===== src/rtl/core/mpq_ram.sv =====
// Generic simple dual-port RAM: one write port, one read port with a
// registered read. No dependencies.
module mpq_ram #(
   parameter int unsigned WIDTH = 8,
   parameter int unsigned DEPTH = 16,
   localparam int unsigned ADDR_W = (DEPTH > 1) ? $clog2(DEPTH) : 1
) (
   input  logic              clock,
   input  logic              wr_en,
   input  logic [ADDR_W-1:0] wr_addr,
   input  logic [WIDTH-1:0]  wr_data,
   input  logic [ADDR_W-1:0] rd_addr,
   output logic [WIDTH-1:0]  rd_data
);

   logic [WIDTH-1:0] mem [DEPTH];
   logic [WIDTH-1:0] rd_data_ff;

   always_ff @(posedge clock) begin
      if (wr_en) begin
         mem[wr_addr] <= wr_data;
      end
      rd_data_ff <= mem[rd_addr];
   end

   assign rd_data = rd_data_ff;

endmodule


===== config.mk =====
export PLATFORM = sky130hd
export DESIGN_NAME = mpq_ram
export DESIGN_NICKNAME = d
export VERILOG_FILES = /design/src/rtl/core/mpq_ram.sv
export SDC_FILE = /design/constraint.sdc
export NUM_CORES = 1
export LEC_CHECK = 0
export BUFFER_PORTS_ARGS = -buffer_cell sky130_fd_sc_hd__buf_2
export CAP_MARGIN = 10
export CORE_MARGIN = 4
export CORE_UTILIZATION = 40
export CTS_BUF_LIST = sky130_fd_sc_hd__clkbuf_16
export DETAILED_ROUTE_END_ITERATION = 10
export PLACE_DENSITY = 0.57
export SETUP_SLACK_MARGIN = 0.05
export SYNTH_ARGS = -nofsm -noshare
export SYNTH_HDL_FRONTEND = slang
export SYNTH_SLANG_ARGS = --single-unit

===== constraint.sdc =====
create_clock -name clock -period 1.9 [get_ports clock]
set_input_delay 0.285 -clock clock [delete_from_list [all_inputs] [get_ports clock]]
set_output_delay 0.285 -clock clock [all_outputs]
set_load 0.05 [all_outputs]

==> impl_metrics.env <==
export IMPL_via_per_inst=5.11
export IMPL_syn2layout_area_growth_pct=20.3
export IMPL_crit_required_ps=1620
export IMPL_critPathTopFamily="flip-flops"
export IMPL_synth_enable_flop_cells=128
export IMPL_tightestPinTransition_ps=435
export IMPL_worst_path_buf_inv=1
export IMPL_postSynth_asyncResetShare=0
export IMPL_fp_dieW_um=121
export IMPL_finClkSkew_ps=7.17
export IMPL_drive_gt1_frac=0.336
export IMPL_crit_fanout=1
export IMPL_cts_buffer_depth=2
export IMPL_grt_pass1_vias=2556
export IMPL_remaining_drc_errors=0
export IMPL_worstPathCellList="buf_2"
export IMPL_ant_nets=0
export IMPL_clk_latency_ps=410
export IMPL_synth_fp_nets=247
export IMPL_totalNegativeSetupSlack_ps=0
export IMPL_wirelength_um=10000
export IMPL_synthCells=229
export IMPL_worstHoldPathType="input port to flop"
export IMPL_endpoint_kind="output port"
export IMPL_dieArea_sq_mm=0.0147
export IMPL_synth_cells_most_frequent="edfxtp_1, mux4_2, a22oi_1"
export IMPL_cp_slowest_stage_delay_ps=400
export IMPL_yosys_cell_types_count=19
export IMPL_antenna_found_initial=0
export IMPL_cts_resized=0
export IMPL_post_cts_buffers=0
export IMPL_wl_per_cell_um=21.1
export IMPL_core_area_sq_mm=0.0126
export IMPL_fmax_ghz=0.719
export IMPL_synth_top_area_cell="edfxtp_1"
export IMPL_drt_first_pass_iters=5
export IMPL_globalplace_congestion=0.721
export IMPL_cts_clk_slew_worst_paths_ps=60
export IMPL_seq_area_sq_mm=0.00400
export IMPL_powerDensity_mw_per_mm2=1090
export IMPL_grt_total_usage=0.149
export IMPL_synth_seq_area_share=0.778
export IMPL_placement_io_buffers=25
export IMPL_h_tree_depth=4
export IMPL_startpoint_type="flop"
export IMPL_vias=2430
export IMPL_synth_most_common_cell="edfxtp_1"
export IMPL_cp_arrival_ps=1110
export IMPL_fin_crit_sh=0.732
export IMPL_place_area_sq_mm=0.00564
export IMPL_p_leak_nw=2.12
export IMPL_antenna_cells=0
export IMPL_yosys_area_top_type_share=0.747
export IMPL_overflow=0
export IMPL_num_rows=41
export IMPL_cpMaxStageDelayCell="dfxtp_1"
export IMPL_multi_input_area_sq_mm=0.00106
export IMPL_ys_ff_latch=136
export IMPL_root_buffer="clkbuf_16"
export IMPL_die_h_um=121
export IMPL_rsz0062_at_grt="false"
export IMPL_cts_tree="done"
export IMPL_clock_sinks=136
export IMPL_yosysWarnings=0
export IMPL_slew_headroom=0.709
export IMPL_grt_max_degree=26
export IMPL_first_iter_violations=277
export IMPL_synth_area_leaders="edfxtp_1, mux4_2, mux4_1"
export IMPL_design_area_sq_mm=0.00619
export IMPL_syn_avg_cell_area_sq_um=22.5
export IMPL_synth_area_sq_mm=0.00515
export IMPL_hold_viol=0
export IMPL_cts_hold_buf=0
export IMPL_cts_buffers=17
export IMPL_status="finished, final reports clean"
export IMPL_fill_cells=1068
export IMPL_fin_nets=309
export IMPL_grt_pass1_wl_um=15300
export IMPL_setup_viol=0
export IMPL_drv_cap=0
export IMPL_min_period_ps=1390
export IMPL_synth_ff_type="edfxtp_1"
export IMPL_worst_setup_path_type="flop to output port"
export IMPL_ios=26
export IMPL_slew_viol_final=0
export IMPL_ir_worst_vdd_mv=0.713
export IMPL_start_util=0.408
export IMPL_dp_hpwl_um=6560
[placed cells by master (no fill, tap or decap), types with 2 or more instances in the layout]
master,synthesis,routed
clkinv_2,0,2
nor2_1,13,13
nand2b_1,2,2
nand2_1,9,9
clkinvlp_4,0,4
nand3b_1,2,2
edfxtp_1,128,128
buf_2,3,25
a22oi_1,16,16
buf_4,1,26
inv_6,0,3
buf_12,0,2
mux4_2,18,18
mux4_1,14,14
clkbuf_16,0,17
nor3_1,4,4
clkinv_4,0,3
dfxtp_1,8,8
[layer usage]
metal  global-route usage  vias to the layer above  share of wire
met5                    0                        -              0
met4               0.0693                        0          0.018
met3               0.0401                       12          0.057
met2                0.224                       84           0.48
met1                0.202                     1233           0.44
li1                     -                     1101              -
[area by class of cell]
| cell class | count | area share |
|---|---|---|
| flip-flops and latches | 136 | 0.647 |
| repair buffers | 53 | 0.0582 |
| clock buffers | 17 | 0.0687 |
| multi-input cells | 83 | 0.171 |
| clock inverters | 15 | 0.0210 |
| well taps | 172 | 0.0348 |
[path summary, 6_finish.rpt]
check / from / to / slack, ps / cells after the start
max reg2reg: mem[11][4]$_DFFE_PP_ / rd_data[4]$_DFF_P_ / 540 / 3
min: wr_data[7] / mem[6][7]$_DFFE_PP_ / 260 / 1
min reg2reg: mem[8][5]$_DFFE_PP_ / rd_data[5]$_DFF_P_ / 670 / 3
max: rd_data[4]$_DFF_P_ / rd_data[4] / 510 / 1
[flip-flops by register name (all words and copies together) (netlist names)]
signal and count:
mem 128, rd_data 8
[where the power goes]
part / internal (mW) / switching [mW]
clock: 1.80 / 1.21
sequential: 3.35 / 0.0212
combinational: 0.141 / 0.242
[cells by family (layout without fill, tap and decap cells)]
logic type	after synthesis	count (layout)	synth area share
flops	136	136	0.778
simple gates	35	35	0.0318
mux	32	32	0.150
compound gates	16	16	0.0233
buf+inv	10	85	0.0168
[through the flow]
| step | utilization | hold WS (ps) | cells | power (mW) | worst slack, ps |
|---|---|---|---|---|---|
| finish | 0.491 | 263 | 476 | 6.77 | 510 |
| floorplan | - | 384 | 229 | 3.67 | 122 |
| CTS | 0.491 | 250 | 476 | 6.83 | 502 |
| global route | 0.491 | 259 | 476 | 7.01 | 459 |
| detailed placement | 0.447 | 664 | 444 | 3.83 | 143 |
| global placement | 0.447 | 656 | 444 | 3.82 | 156 |
Power figures use the tool's default switching activity.
